`config.mk`:
```
export PLATFORM = sky130hd
export DESIGN_NAME = ultrasonic_echo_ranger
export DESIGN_NICKNAME = d
export VERILOG_FILES = /design/src/rtl/core/urng_pkg.sv /design/src/rtl/core/urng_cfg.sv /design/src/rtl/core/urng_ctrl.sv /design/src/rtl/core/urng_skid.sv /design/src/rtl/core/ultrasonic_echo_ranger.sv
export SDC_FILE = /design/constraint.sdc
export NUM_CORES = 1
export LEC_CHECK = 0
export BUFFER_PORTS_ARGS = -buffer_cell sky130_fd_sc_hd__clkbuf_2
export CORE_MARGIN = 5
export CORE_UTILIZATION = 35
export DETAILED_ROUTE_END_ITERATION = 6
export HOLD_SLACK_MARGIN = 0.05
export PLACE_DENSITY = 0.54
export SYNTH_ARGS = -nofsm -noshare
export SYNTH_HDL_FRONTEND = slang
export SYNTH_SLANG_ARGS = --single-unit
export TNS_END_PERCENT = 30
```
`constraint.sdc`:
```
create_clock -name clk_i -period 19.25 [get_ports clk_i]
set_input_delay 2.8875 -clock clk_i [delete_from_list [all_inputs] [get_ports clk_i]]
set_output_delay 2.8875 -clock clk_i [all_outputs]
set_load 0.1 [all_outputs]
```
`src/rtl/core/urng_pkg.sv`:
```
// -----------------------------------------------------------------------------
// urng_pkg
// shared widths, register indexes and record types of the echo ranger
// -----------------------------------------------------------------------------
package urng_pkg;

  localparam int CountBits  = 17;               // echo width counter
  localparam int TrigW      = 8;
  localparam int TimeoutW   = 17;
  localparam int DistW      = 16;
  localparam int ScaleW     = 16;
  localparam int CfgIdxW    = 2;
  localparam int CfgDataW   = 17;

  localparam logic [CfgIdxW-1:0] RegTriggerTicks = 2'd0;
  localparam logic [CfgIdxW-1:0] RegTimeoutTicks = 2'd1;
  localparam logic [CfgIdxW-1:0] RegThresholdMm  = 2'd2;
  localparam logic [CfgIdxW-1:0] RegSoundScale   = 2'd3;

  localparam logic [TrigW-1:0]    TriggerTicksRst = 8'd10;
  localparam logic [TimeoutW-1:0] TimeoutTicksRst = 17'd100000;
  localparam logic [DistW-1:0]    ThresholdRst    = 16'd200;
  localparam logic [ScaleW-1:0]   SoundScaleRst   = 16'd11239;

  typedef struct packed {
    logic [TrigW-1:0]    trigger_ticks;
    logic [TimeoutW-1:0] timeout_ticks;
    logic [DistW-1:0]    threshold_mm;
    logic [ScaleW-1:0]   sound_scale_q16;
  } cfg_t;

  typedef struct packed {
    logic             trigger_level;
    logic [DistW-1:0] distance_mm;
    logic             obstacle;
    logic             reading_done;
    logic             timed_out;
  } res_t;

endpackage

```
`src/rtl/core/urng_cfg.sv`:
```
// -----------------------------------------------------------------------------
// urng_cfg
// configuration register file, written through a valid/ready channel
// -----------------------------------------------------------------------------
module urng_cfg (
  input  logic                         clk_i,
  input  logic                         rst_ni,
  input  logic                         cfg_valid_i,
  output logic                         cfg_ready_o,
  input  logic [urng_pkg::CfgIdxW-1:0] cfg_index_i,
  input  logic [urng_pkg::CfgDataW-1:0] cfg_data_i,
  output urng_pkg::cfg_t               cfg_o
);
  import urng_pkg::*;

  cfg_t cfg_q, cfg_d;

  assign cfg_ready_o = 1'b1;

  always_comb begin
    cfg_d = cfg_q;
    if (cfg_valid_i) begin
      case (cfg_index_i)
        RegTriggerTicks: cfg_d.trigger_ticks   = cfg_data_i[TrigW-1:0];
        RegTimeoutTicks: cfg_d.timeout_ticks   = cfg_data_i[TimeoutW-1:0];
        RegThresholdMm:  cfg_d.threshold_mm    = cfg_data_i[DistW-1:0];
        RegSoundScale:   cfg_d.sound_scale_q16 = cfg_data_i[ScaleW-1:0];
        default:         cfg_d = cfg_q;
      endcase
    end
  end

  always_ff @(posedge clk_i or negedge rst_ni) begin
    if (!rst_ni) begin
      cfg_q.trigger_ticks   <= TriggerTicksRst;
      cfg_q.timeout_ticks   <= TimeoutTicksRst;
      cfg_q.threshold_mm    <= ThresholdRst;
      cfg_q.sound_scale_q16 <= SoundScaleRst;
    end else begin
      cfg_q <= cfg_d;
    end
  end

  assign cfg_o = cfg_q;

endmodule

```
`src/rtl/core/urng_ctrl.sv`:
```
// -----------------------------------------------------------------------------
// urng_ctrl
// measurement sequencer: trigger, echo wait, width count, timeout, distance scaling
// -----------------------------------------------------------------------------
module urng_ctrl (
  input  logic           clk_i,
  input  logic           rst_ni,
  input  logic           tick_i,
  input  logic           echo_level_i,
  input  urng_pkg::cfg_t cfg_i,
  output urng_pkg::res_t res_o
);
  import urng_pkg::*;

  localparam logic [1:0] PhIdle = 2'd0;
  localparam logic [1:0] PhTrig = 2'd1;
  localparam logic [1:0] PhWait = 2'd2;
  localparam logic [1:0] PhMeas = 2'd3;

  localparam int ProdW = CountBits + ScaleW;
  localparam logic [DistW-1:0] MaxDist = '1;

  logic [1:0]           phase_q, phase_d;
  logic [TrigW-1:0]     trig_cnt_q, trig_cnt_d;
  logic [CountBits-1:0] width_q, width_d;
  logic [TimeoutW-1:0]  tout_cnt_q, tout_cnt_d;
  logic [DistW-1:0]     dist_q, dist_d;

  logic [ProdW-1:0]     prod;
  logic [CountBits-1:0] scaled;
  logic [DistW-1:0]     dist_sat;
  logic [TimeoutW-1:0]  limit;
  logic                 trig, done, tout;

  assign prod     = ProdW'(width_q) * ProdW'(cfg_i.sound_scale_q16);
  assign scaled   = prod[ProdW-1:ScaleW];
  assign dist_sat = (scaled > CountBits'(MaxDist)) ? MaxDist : DistW'(scaled);
  assign limit    = (cfg_i.timeout_ticks == '0) ? TimeoutW'(1) : cfg_i.timeout_ticks;

  always_comb begin
    phase_d    = phase_q;
    trig_cnt_d = trig_cnt_q;
    width_d    = width_q;
    tout_cnt_d = tout_cnt_q;
    dist_d     = dist_q;
    trig       = 1'b0;
    done       = 1'b0;
    tout       = 1'b0;
    case (phase_q)
      PhIdle: begin
        trig       = 1'b1;
        trig_cnt_d = TrigW'(1);
        tout_cnt_d = '0;
        width_d    = '0;
        phase_d    = PhTrig;
      end
      PhTrig: begin
        if (trig_cnt_q >= cfg_i.trigger_ticks) begin
          phase_d = PhWait;
        end else begin
          trig_cnt_d = trig_cnt_q + TrigW'(1);
          trig       = 1'b1;
        end
      end
      PhWait: begin
        if (echo_level_i) begin
          width_d = CountBits'(1);
          phase_d = PhMeas;
        end
      end
      PhMeas: begin
        if (echo_level_i) begin
          if (width_q != '1) width_d = width_q + CountBits'(1);
        end else begin
          dist_d  = dist_sat;
          done    = 1'b1;
          phase_d = PhIdle;
        end
      end
      default: phase_d = PhIdle;
    endcase
    // timeout runs on every non-idle tick unless a reading just finished
    if (phase_q != PhIdle && !done) begin
      if (tout_cnt_q != '1) tout_cnt_d = tout_cnt_q + TimeoutW'(1);
      if (tout_cnt_d >= limit) begin
        tout    = 1'b1;
        trig    = 1'b0;
        phase_d = PhIdle;
      end
    end
  end

  always_ff @(posedge clk_i or negedge rst_ni) begin
    if (!rst_ni) begin
      phase_q    <= PhIdle;
      trig_cnt_q <= '0;
      width_q    <= '0;
      tout_cnt_q <= '0;
      dist_q     <= '0;
    end else if (tick_i) begin
      phase_q    <= phase_d;
      trig_cnt_q <= trig_cnt_d;
      width_q    <= width_d;
      tout_cnt_q <= tout_cnt_d;
      dist_q     <= dist_d;
    end
  end

  assign res_o.trigger_level = trig;
  assign res_o.distance_mm   = dist_d;
  assign res_o.obstacle      = dist_d < cfg_i.threshold_mm;
  assign res_o.reading_done  = done;
  assign res_o.timed_out     = tout;

endmodule

```
`src/rtl/core/urng_skid.sv`:
```
// -----------------------------------------------------------------------------
// urng_skid
// result register with a skid entry, keeps the input side free of out stall
// -----------------------------------------------------------------------------
module urng_skid (
  input  logic           clk_i,
  input  logic           rst_ni,
  input  logic           push_i,
  input  urng_pkg::res_t push_data_i,
  output logic           full_o,
  output logic           out_valid_o,
  input  logic           out_stall_i,
  output urng_pkg::res_t out_data_o
);
  import urng_pkg::*;

  logic out_valid_q, out_valid_d;
  logic skid_valid_q, skid_valid_d;
  res_t out_q, out_d;
  res_t skid_q, skid_d;
  logic out_fire;

  assign out_fire = out_valid_q && !out_stall_i;

  always_comb begin
    out_valid_d  = out_valid_q;
    skid_valid_d = skid_valid_q;
    out_d        = out_q;
    skid_d       = skid_q;
    if (skid_valid_q) begin
      if (out_fire) begin
        out_d        = skid_q;
        skid_valid_d = 1'b0;
      end
    end else if (push_i) begin
      if (!out_valid_q || out_fire) begin
        out_d       = push_data_i;
        out_valid_d = 1'b1;
      end else begin
        skid_d       = push_data_i;
        skid_valid_d = 1'b1;
      end
    end else if (out_fire) begin
      out_valid_d = 1'b0;
    end
  end

  always_ff @(posedge clk_i or negedge rst_ni) begin
    if (!rst_ni) begin
      out_valid_q  <= 1'b0;
      skid_valid_q <= 1'b0;
    end else begin
      out_valid_q  <= out_valid_d;
      skid_valid_q <= skid_valid_d;
    end
  end

  // payload, no reset needed
  always_ff @(posedge clk_i) begin
    out_q  <= out_d;
    skid_q <= skid_d;
  end

  assign full_o      = skid_valid_q;
  assign out_valid_o = out_valid_q;
  assign out_data_o  = out_q;

endmodule

```
`src/rtl/core/ultrasonic_echo_ranger.sv`:
```
// -----------------------------------------------------------------------------
// ultrasonic_echo_ranger
// ultrasonic range sensor driver, one input item per microsecond tick
// -----------------------------------------------------------------------------
// Each accepted tick yields exactly one registered result, and a new tick can be
// accepted every cycle while in_stall_o is low. The sequencer, a 17 x 16 bit scaling
// multiply and the threshold compare sit between the state registers and the result
// register; a skid entry behind the result register lets the input deliver one more
// result while the output stalls, so in_stall_o rises only after two results are waiting.
// Configuration writes are always accepted, as cfg_ready_o is tied high.
module ultrasonic_echo_ranger (
  input  logic                          clk_i,
  input  logic                          rst_ni,
  input  logic                          in_valid_i,
  output logic                          in_stall_o,
  input  logic                          echo_level_i,
  output logic                          out_valid_o,
  input  logic                          out_stall_i,
  output logic                          trigger_level_o,
  output logic [urng_pkg::DistW-1:0]    distance_mm_o,
  output logic                          obstacle_o,
  output logic                          reading_done_o,
  output logic                          timed_out_o,
  input  logic                          cfg_valid_i,
  output logic                          cfg_ready_o,
  input  logic [urng_pkg::CfgIdxW-1:0]  cfg_index_i,
  input  logic [urng_pkg::CfgDataW-1:0] cfg_data_i
);
  import urng_pkg::*;

  cfg_t cfg;
  res_t res, out_res;
  logic full;
  logic tick;

  assign in_stall_o = full;
  assign tick       = in_valid_i && !full;

  urng_cfg u_cfg (
    .clk_i       (clk_i),
    .rst_ni      (rst_ni),
    .cfg_valid_i (cfg_valid_i),
    .cfg_ready_o (cfg_ready_o),
    .cfg_index_i (cfg_index_i),
    .cfg_data_i  (cfg_data_i),
    .cfg_o       (cfg)
  );

  urng_ctrl u_ctrl (
    .clk_i        (clk_i),
    .rst_ni       (rst_ni),
    .tick_i       (tick),
    .echo_level_i (echo_level_i),
    .cfg_i        (cfg),
    .res_o        (res)
  );

  urng_skid u_skid (
    .clk_i       (clk_i),
    .rst_ni      (rst_ni),
    .push_i      (tick),
    .push_data_i (res),
    .full_o      (full),
    .out_valid_o (out_valid_o),
    .out_stall_i (out_stall_i),
    .out_data_o  (out_res)
  );

  assign trigger_level_o = out_res.trigger_level;
  assign distance_mm_o   = out_res.distance_mm;
  assign obstacle_o      = out_res.obstacle;
  assign reading_done_o  = out_res.reading_done;
  assign timed_out_o     = out_res.timed_out;

endmodule

```
==> impl_metrics.tcl, run 1 <==
set metrics [dict create \
    synthTopCellsByArea "fa_1, dfrtp_1, ha_1" \
    reg2reg_from "u_ctrl.width_q[7]$_DFFE_PN0P_" \
    synth_fp_nets 2183 \
    cts_tree "built" \
    cts_made_buffers 17 \
    dieArea_um2 52700 \
    worst_pin_slew_ns 1.07 \
    ys.flop_type "dfrtp_1" \
    timing.final.crit_share 0.446 \
    clk_pin_slew_ns 0.07 \
    vias 12500 \
    hold_path_end "u_cfg.cfg_o[24]$_DFFE_PN0P_" \
    routed_wl_mm 44.5 \
    synth_top_area_frac 0.246 \
    initial_core_util 0.353 \
    vdd_drop_max_uv 173 \
    place_ws_ns 10.70 \
    critPathKind "flip-flop to flip-flop" \
    multi_input_area_um2 11200 \
    core-area_um2 47700 \
    insertion_delay_ns 0.43 \
    holdBufCountCts 0 \
    fin_ws_ns 10.67 \
    dp_hpwl_mm 33.6 \
    drt-pass1-iter-count 5 \
    synth-compound-area-share 0.0948 \
    slew_viol_final 0 \
    path_depth 30 \
    end_kind "flip-flop" \
    setup_viol 0 \
    nets 2183 \
    tns_ns 0 \
    drtIter0Drc 731 \
    synthMostInstantiatedCell "inv_1" \
    cp_slowest_cell "dfrtp_1" \
    critPathBufInv 5 \
    synth_cell_types 66 \
    grt_pass1_vias 13100 \
    min_from "u_cfg.cfg_o[24]$_DFFE_PN0P_" \
    synth_largest_area_cell "fa_1" \
    cp.arrival_ns 8.85 \
    rsz0062_at_grt "false" \
    cts_sinks 159 \
    post_cts_resized 0 \
    skew_ns 0.0106 \
    drv_cap 0 \
    ys_seq_area_frac 0.249 \
    cp_top_family "adder cells" \
    synth_warnings 0 \
    antennaDiodeCount 0 \
    async_flop_share 0.748 \
    slew_headroom 0.284 \
    io_pins 48 \
    rows 80 \
    leakage_nw 8.99 \
    place.gp.congestion 0.828 \
    routedWlPerCell_um 18.3 \
    powerDensity_nw_per_um2 81.2 \
    reg2reg_to "u_skid.out_data_o[2]$_DFFE_PP_" \
    finalPower_mw 1.48 \
    rrSetupSlack_ns 10.67 \
    slowest_delay_ns 0.92 \
    synth_edf_count 40 \
    crit_fanout 20 \
    post_cts_buffers 0 \
    hold_depth 1 \
    root_buffer "clkbuf_16" \
    period_needed_ns 8.58 \
    syn_inst 1804 \
    grt_pass1_wl_mm 72.8 \
    track_usage 0.172 \
    hp-class "flip-flop to flip-flop" \
    grt_remaining_overflow 0 \
    ant_nets 0 \
    grt_max_degree 72 \
    finalHoldViolCount 0 \
    ys_seq_elements 159 \
    regArea_um2 4210 \
    die_w_um 229 \
    synth_top_family_by_area "adder cells" \
    synth_mux_area_frac 0.0383 \
    yosys.area_share.simple 0.166 \
    whs_ns 0.509 \
    avgSynthCellArea_um2 9.35 \
    drive_gt1_frac 0.0952 \
    portBuffers 46 \
    clockBufferDepth 2 \
    ys_top_cells_by_count "inv_1, nand2_1, fa_1, ha_1, and2_1" \
    drc 0 \
    path_common_cell "fa_1" \
    cp-start-kind "flip-flop" \
    reg2reg_depth 30 \
    viasPerCell 5.15 \
    cp.required_ns 19.52 \
    h-tree-depth 4 \
    die_y_um 229 \
    syn_area_um2 16900 \
    area_delta_synth_final_pct 8.26 \
    status "finished clean" \
    fillers 4719 \
    antenna_found_initial 1 \
    synthXorXnorAreaFrac 0.0114 \
    max_freq_mhz 117 \
    synth_fa_ha_area_frac 0.355 \
]
==> routing by layer <==
metal | vias to the layer above | GRT usage | wire, um
met5 | - | 0 | 13
met4 | 2 | 0.0372 | 700
met3 | 57 | 0.0234 | 1840
met2 | 300 | 0.292 | 21800
met1 | 6336 | 0.235 | 20100
li1 | 5823 | - | -
==> placed cells by master, fill, tap and decap left out, types with 45 or more instances in the layout <==
cell / instances
mux2_2: 52
inv_1: 298
fa_1: 207
nand2_1: 227
nor2_1: 91
dfrtp_1: 98
o21ai_0: 65
a21oi_1: 67
ha_1: 147
clkbuf_2: 45
and2_1: 134
==> cells by family (layout without fill, tap and decap cells) <==
| group | Yosys count | in the layout |
|---|---|---|
| buffers and inverters | 379 | 392 |
| adders and majority gates | 354 | 354 |
| muxes | 58 | 58 |
| DFF | 159 | 159 |
| AOI/OAI and AO/OA | 251 | 251 |
| and+or+nand+nor | 580 | 580 |
| xor gates and xnor gates | 22 | 22 |
| other | 1 | 1 |
==> per-stage QoR <==
stage	std cells	utilization	instance area, um^2
2_1_floorplan	1804	-	16900
3_3_place_gp	2400	0.370	17700
3_5_place_dp	2400	0.370	17700
4_1_cts	2432	0.382	18300
5_1_grt	2432	0.382	18300
6_report	2432	0.382	18300
==> worst max-delay path by stage <==
stage                                        startpoint                              to
after floorplan              u_cfg.cfg_o[7]$_DFFE_PN1P_  u_skid.out_data_o[2]$_DFFE_PP_
after global placement    u_ctrl.width_q[7]$_DFFE_PN0P_  u_skid.out_data_o[2]$_DFFE_PP_
after detailed placement  u_ctrl.width_q[7]$_DFFE_PN0P_  u_skid.out_data_o[2]$_DFFE_PP_
after CTS                 u_ctrl.width_q[7]$_DFFE_PN0P_  u_skid.out_data_o[2]$_DFFE_PP_
after global routing      u_ctrl.width_q[7]$_DFFE_PN0P_  u_skid.out_data_o[2]$_DFFE_PP_
final                     u_ctrl.width_q[7]$_DFFE_PN0P_  u_skid.out_data_o[2]$_DFFE_PP_
==> state kept, by name, indices dropped and copies added (netlist names) <==
register and flops:
u_ctrl.width_q 17, u_ctrl.trig_cnt_q 8, u_cfg.cfg_o 57, u_ctrl.phase_q 2, u_skid.out_data_o 20, u_skid.out_valid_o 1
u_ctrl.dist_q 16, u_skid.full_o 1, u_ctrl.tout_cnt_q 17, u_skid.skid_q 20
==> area by class of cell <==
| cell class | count | share of cell area |
|---|---|---|
| well taps | 615 | 0.0422 |
| clock inverters | 12 | 0.00672 |
| clock buffers | 20 | 0.0251 |
| repair buffers | 61 | 0.0189 |
| multi-input cells | 1266 | 0.615 |
| flip-flops and latches | 159 | 0.230 |
| inverters | 299 | 0.0615 |
==> report_power, final <==
| group | internal, mW | switching, mW |
|---|---|---|
| registers | 0.447 | 0.0980 |
| logic | 0.163 | 0.435 |
| clock network | 0.189 | 0.149 |
| total | 0.799 | 0.683 |
Note: power is estimated with default switching activity, not from simulation.
==> run 2, diff against run 1 <==
--- a/config.mk
+++ b/config.mk
@@ -5,12 +5,13 @@
 export SDC_FILE = /design/constraint.sdc
 export NUM_CORES = 1
 export LEC_CHECK = 0
+export ABC_AREA = 1
 export BUFFER_PORTS_ARGS = -buffer_cell sky130_fd_sc_hd__clkbuf_2
 export CORE_MARGIN = 5
 export CORE_UTILIZATION = 35
 export DETAILED_ROUTE_END_ITERATION = 6
 export HOLD_SLACK_MARGIN = 0.05
-export PLACE_DENSITY = 0.54
+export PLACE_DENSITY = 0.56
 export SYNTH_ARGS = -nofsm -noshare
 export SYNTH_HDL_FRONTEND = slang
 export SYNTH_SLANG_ARGS = --single-unit
==> constraint.sdc (replaced) <==
create_clock -name clk_i -period 7.5 [get_ports clk_i]
set_input_delay 1.125 -clock clk_i [delete_from_list [all_inputs] [get_ports clk_i]]
set_output_delay 1.125 -clock clk_i [all_outputs]
set_load 0.1 [all_outputs]
==> run 2 against run 1 <==
Register-to-register slack got worse by 10 ns. Clock skew about the same. Largest cell class unchanged. Critical path type unchanged. Critical path depth increased by 2.
==> impl_metrics.tcl, run 2 <==
set metrics [dict create \
    hold_path_end "u_ctrl.dist_q[0]$_DFFE_PN0P_" \
    vdd_drop_max_uv 283 \
    ant_nets 0 \
    status "finished clean" \
    end_kind "flip-flop" \
    worst_pin_slew_ns 1.16 \
    avgSynthCellArea_um2 8.01 \
    nets 2562 \
    cp.required_ns 7.69 \
    reg2reg_to "u_skid.out_data_o[2]$_DFFE_PP_" \
    h-tree-depth 4 \
    setup_viol 0 \
    ys_seq_elements 159 \
    synth_warnings 0 \
    regArea_um2 4220 \
    vias 13600 \
    min_from "u_ctrl.dist_q[0]$_DFFE_PN0P_" \
    cp-start-kind "flip-flop" \
    synthTopCellsByArea "fa_1, dfrtp_1, inv_1" \
    die_w_um 232 \
    drc 0 \
    multi_input_area_um2 10600 \
    ys_top_cells_by_count "inv_1, nand2_1, fa_1, ha_1, o21ai_0" \
    core-area_um2 48700 \
    dp_hpwl_mm 35.2 \
    drive_gt1_frac 0.101 \
    slowest_delay_ns 0.62 \
    antennaDiodeCount 0 \
    fin_cells 2860 \
    synth_edf_count 40 \
    holdBufCountCts 0 \
    die_y_um 232 \
    routedWlPerCell_um 15.3 \
    skew_ns 0.0104 \
    rows 81 \
    largest_register_ffs 57 \
    final_common_cell "inv_1" \
    hp-class "flip-flop to flip-flop" \
    fin_ws_ns 0.408 \
    reg2reg_from "u_ctrl.width_q[11]$_DFFE_PN0P_" \
    placed_cells 2813 \
    area_delta_synth_final_pct 10.3 \
    clockBufferDepth 2 \
    track_usage 0.171 \
    synth_largest_area_cell "fa_1" \
    drt-pass1-iter-count 5 \
    antenna_found_initial 3 \
    syn_inst 2149 \
    drtIter0Drc 815 \
    slew_viol_final 0 \
    cp_slowest_cell "dfrtp_1" \
    grt_max_degree 75 \
    insertion_delay_ns 0.43 \
    grt_remaining_overflow 0 \
    fin_util 0.389 \
    max_freq_mhz 141 \
    hold_depth 2 \
    dieArea_um2 53700 \
    period_needed_ns 7.09 \
    grt_pass1_vias 14200 \
    ys_seq_area_frac 0.244 \
    critPathKind "flip-flop to flip-flop" \
    synth_top_area_frac 0.241 \
    async_flop_share 0.748 \
    place.gp.congestion 0.863 \
    drv_cap 0 \
    place_ws_ns 0.223 \
    timing.final.crit_share 0.946 \
    powerDensity_nw_per_um2 181 \
    finalHoldViolCount 0 \
    cp.arrival_ns 7.28 \
    whs_ns 0.480 \
    synth_fp_nets 2528 \
    routed_wl_mm 43.9 \
    synthMostInstantiatedCell "inv_1" \
    cts_made_buffers 17 \
    initial_core_util 0.353 \
    clk_pin_slew_ns 0.07 \
    cts_sinks 159 \
    rrSetupSlack_ns 0.41 \
    io_pins 48 \
    ys.flop_type "dfrtp_1" \
    reg2reg_depth 32 \
    synth_cell_types 63 \
    viasPerCell 4.74 \
    grt_pass1_wl_mm 73.5 \
    cts_tree "built" \
    fillers 5004 \
    slew_headroom 0.225 \
    syn_area_um2 17200 \
    final_cell_mix "inv_1, nand2_1, fa_1, ha_1, o21ai_0" \
    portBuffers 46 \
    leakage_nw 10.5 \
    root_buffer "clkbuf_16" \
    crit_fanout 11 \
]
==> run 2: per-stage QoR <==
step	setup TNS, ns	power [mW]	area [um^2]
2_1_floorplan	0	2.25	17200
3_3_place_gp	0	2.58	18200
3_5_place_dp	0	2.61	18200
4_1_cts	0	3.45	18800
5_1_grt	-0.00334	3.65	19000
6_report	0	3.44	19000
==> run 2: area by class of cell <==
| cell class | count | area share |
|---|---|---|
| clock buffers | 19 | 0.0228 |
| clock inverters | 13 | 0.00606 |
| inverters | 560 | 0.112 |
| multi-input cells | 1338 | 0.556 |
| flip-flops and latches | 159 | 0.222 |
| well taps | 664 | 0.0438 |
| repair buffers | 107 | 0.0371 |
==> run 2: what timing repair did <==
action                     4_1_cts  5_1_grt
setup endpoints to repair        0        2
resized for setup                0       23
setup buffers                    0       15
==> run 2: how the worst max path moves through the flow <==
stage	startpoint	endpoint	cells past startpoint
6_report	u_ctrl.width_q[11]$_DFFE_PN0P_	u_skid.out_data_o[2]$_DFFE_PP_	32
3_3_place_gp	u_cfg.cfg_o[4]$_DFFE_PN0P_	u_skid.out_data_o[2]$_DFFE_PP_	36
5_1_grt	u_cfg.cfg_o[8]$_DFFE_PN1P_	u_skid.out_data_o[2]$_DFFE_PP_	36
2_1_floorplan	u_cfg.cfg_o[8]$_DFFE_PN1P_	u_skid.out_data_o[2]$_DFFE_PP_	38
4_1_cts	u_ctrl.width_q[9]$_DFFE_PN0P_	u_skid.out_data_o[2]$_DFFE_PP_	35
3_5_place_dp	u_ctrl.width_q[9]$_DFFE_PN0P_	u_skid.out_data_o[2]$_DFFE_PP_	35
==> run 2: report_power, final <==
group | leakage [nW] | switching (mW) | internal (mW)
clock network | 0.251 | 0.375 | 0.457
logic | 8.34 | 1.02 | 0.326
registers | 1.88 | 0.135 | 1.12
==> run 2: logic make-up (layout without fill, tap and decap cells) <==
group / count (synthesis) / after routing / synth area share
adder cells (fa/ha/maj): 354 / 354 / 0.348
AO/OA/AOI/OAI: 255 / 255 / 0.0836
flip-flops: 159 / 159 / 0.244
XOR/XNOR: 9 / 9 / 0.00458
AND/OR/NAND/NOR: 719 / 719 / 0.174
other: 1 / 1 / 0.000218
buffers and inverters: 652 / 699 / 0.145
==> run 2: per-layer routing <==
metal  wire (um)  global-route usage
met1       19000               0.227
met2       21200               0.290
met3        2460              0.0230
met4        1210              0.0545
met5          13                   0
==> run 2: critical path: cells and delay by family, from the launching register on <==
family	cells	cell delay (ns)
buffers and inverters	7	0.67
AO/OA/AOI/OAI	2	0.14
flip-flops	1	0.62
adder cells (fa/ha/maj)	8	3.61
AND/OR/NAND/NOR	15	1.81
==> run 3, diff against run 2 <==
--- a/config.mk
+++ b/config.mk
@@ -5,11 +5,11 @@
 export SDC_FILE = /design/constraint.sdc
 export NUM_CORES = 1
 export LEC_CHECK = 0
-export ABC_AREA = 1
 export BUFFER_PORTS_ARGS = -buffer_cell sky130_fd_sc_hd__clkbuf_2
 export CORE_MARGIN = 5
 export CORE_UTILIZATION = 35
 export DETAILED_ROUTE_END_ITERATION = 6
+export GPL_TIMING_DRIVEN = 0
 export HOLD_SLACK_MARGIN = 0.05
 export PLACE_DENSITY = 0.56
 export SYNTH_ARGS = -nofsm -noshare
==> run 3 against run 2 <==
The flow now finishes with violations (setup timing). Cell count shrank 10%. Worst setup slack lost 0.60 ns. Flip-flop and latch count unchanged. Critical path type unchanged. Sequential share of layout area is 0.98 points lower. Global-route usage grew 2.7 points. Clock-buffer cell count did not move. Clock skew decreased by 0.0038 ns. Hold slack improved by 0.023 ns. Largest cell class unchanged. Routed wire length is 16% higher.
==> impl_metrics.tcl, run 3 (synthesized netlist as in run 1, its figures left out) <==
set metrics [dict create \
    grt_remaining_overflow 0 \
    track_usage 0.197 \
    portBuffers 46 \
    dieArea_um2 52700 \
    drtIter0Drc 918 \
    path_common_cell "fa_1" \
    antenna_found_initial 2 \
    powerDensity_nw_per_um2 212 \
    cp_top_family "adder cells" \
    status "complete, but fails checks" \
    place.gp.congestion 0.940 \
    insertion_delay_ns 0.43 \
    max_freq_mhz 130 \
    cp.arrival_ns 7.96 \
    routedWlPerCell_um 19.8 \
    rows 80 \
    crit_fanout 10 \
    io_pins 48 \
    rsz0062_at_grt "true" \
    vdd_drop_max_uv 351 \
    cp.required_ns 7.77 \
    grt_pass1_wl_mm 81.0 \
    skew_ns 0.00658 \
    root_buffer "clkbuf_16" \
    area_delta_synth_final_pct 18.5 \
    critPathBufInv 7 \
    clk_pin_slew_ns 0.07 \
    leakage_nw 9.69 \
    cp-start-kind "flip-flop" \
    ant_nets 0 \
    critPathKind "flip-flop to flip-flop" \
    dp_hpwl_mm 37.3 \
    drt-pass1-iter-count 6 \
    timing.final.crit_share 1.02 \
    finalHoldViolCount 0 \
    holdBufCountCts 0 \
    cts_made_buffers 17 \
    violations "setup timing" \
    drv_cap 0 \
    core-area_um2 47700 \
    die_w_um 229 \
    drive_gt1_frac 0.186 \
    drc 0 \
    end_kind "flip-flop" \
    tns_ns -0.285 \
    h-tree-depth 4 \
    grt_max_degree 71 \
    worst_pin_slew_ns 1.04 \
    antennaDiodeCount 0 \
    cp_slowest_cell "fa_1" \
    final_cell_mix "inv_1, nand2_1, fa_1, ha_1, and2_1" \
    routed_wl_mm 50.8 \
    slew_headroom 0.303 \
    cts_tree "built" \
    nets 2312 \
    period_needed_ns 7.69 \
    largest_register_ffs 57 \
    clockBufferDepth 2 \
    viasPerCell 5.13 \
    finalPower_mw 4.23 \
    vias 13100 \
    grt_pass1_vias 14000 \
    fin_ws_ns -0.187 \
    initial_core_util 0.353 \
    setup_viol 2 \
    hp-class "flip-flop to flip-flop" \
    cts_sinks 159 \
    slew_viol_final 0 \
    slowest_delay_ns 0.58 \
    die_y_um 229 \
    final_common_cell "inv_1" \
]
-- run 3: path summary, 6_finish.rpt --
kind | from | to | slack (ns) | cells past startpoint
setup / recovery | u_ctrl.width_q[7]$_DFFE_PN0P_ | u_skid.out_data_o[2]$_DFFE_PP_ | -0.19 | 32
hold / removal | u_cfg.cfg_o[18]$_DFFE_PN0P_ | u_cfg.cfg_o[18]$_DFFE_PN0P_ | 0.50 | 1
setup reg to reg | u_ctrl.width_q[7]$_DFFE_PN0P_ | u_skid.out_data_o[2]$_DFFE_PP_ | -0.19 | 32
hold reg to reg | u_cfg.cfg_o[18]$_DFFE_PN0P_ | u_cfg.cfg_o[18]$_DFFE_PN0P_ | 0.50 | 1
max in group asynchronous | rst_ni | u_cfg.cfg_o[1]$_DFFE_PN1P_ | 6.12 | 2
min in group asynchronous | rst_ni | u_ctrl.dist_q[5]$_DFFE_PN0P_ | 0.64 | 1
-- run 3: stage by stage --
step                 util  area [um^2]  std cells  setup WS (ns)  hold WS (ns)
global route        0.419        20000       2561         -0.442         0.517
finish              0.419        20000       2561         -0.187         0.504
CTS                 0.418        20000       2560        -0.0999         0.507
floorplan               -        16900       1804       0.000145         0.472
global placement    0.376        17900       2465          -1.76         0.491
detailed placement  0.377        18000       2467          -1.69         0.493
-- run 3: layer usage --
metal  routed length, um  global-route usage  share of wire
met3                3440              0.0441          0.068
met5                  23                   0        0.00045
met1               22100               0.263           0.44
met2               23400               0.318           0.46
met4                1770              0.0693          0.035
-- run 3: worst reg2reg max path, delay by kind of cell, from the launching register on --
kind	cells	cell delay [ns]
compound gates	15	2.68
fa+ha+maj	8	3.55
buf+inv	7	0.71
flops	1	0.39
simple gates	2	0.22
-- run 3: report_power, final --
part           switching, mW  leakage (nW)  internal [mW]
clock network          0.369         0.311          0.578
registers              0.157          1.83           1.15
logic                   1.36          7.55          0.612
-- run 3: final cells by class --
cell class | count | area, um^2
clock inverters | 13 | 183
plain buffers | 66 | 623
repair buffers | 124 | 925
flip-flops and latches | 159 | 4240
multi-input cells | 1266 | 11700
fillers | 4589 | 27800
well taps | 615 | 769
inverters | 299 | 1120
clock buffers | 19 | 454
-- run 3: what timing repair did --
| item | CTS | global route |
|---|---|---|
| resized for setup | 206 | 2 |
| endpoints found under the setup margin | 41 | 2 |
| setup buffers | 75 | 1 |
| pin swaps | 70 | 3 |
| gates cloned | 1 | 0 |
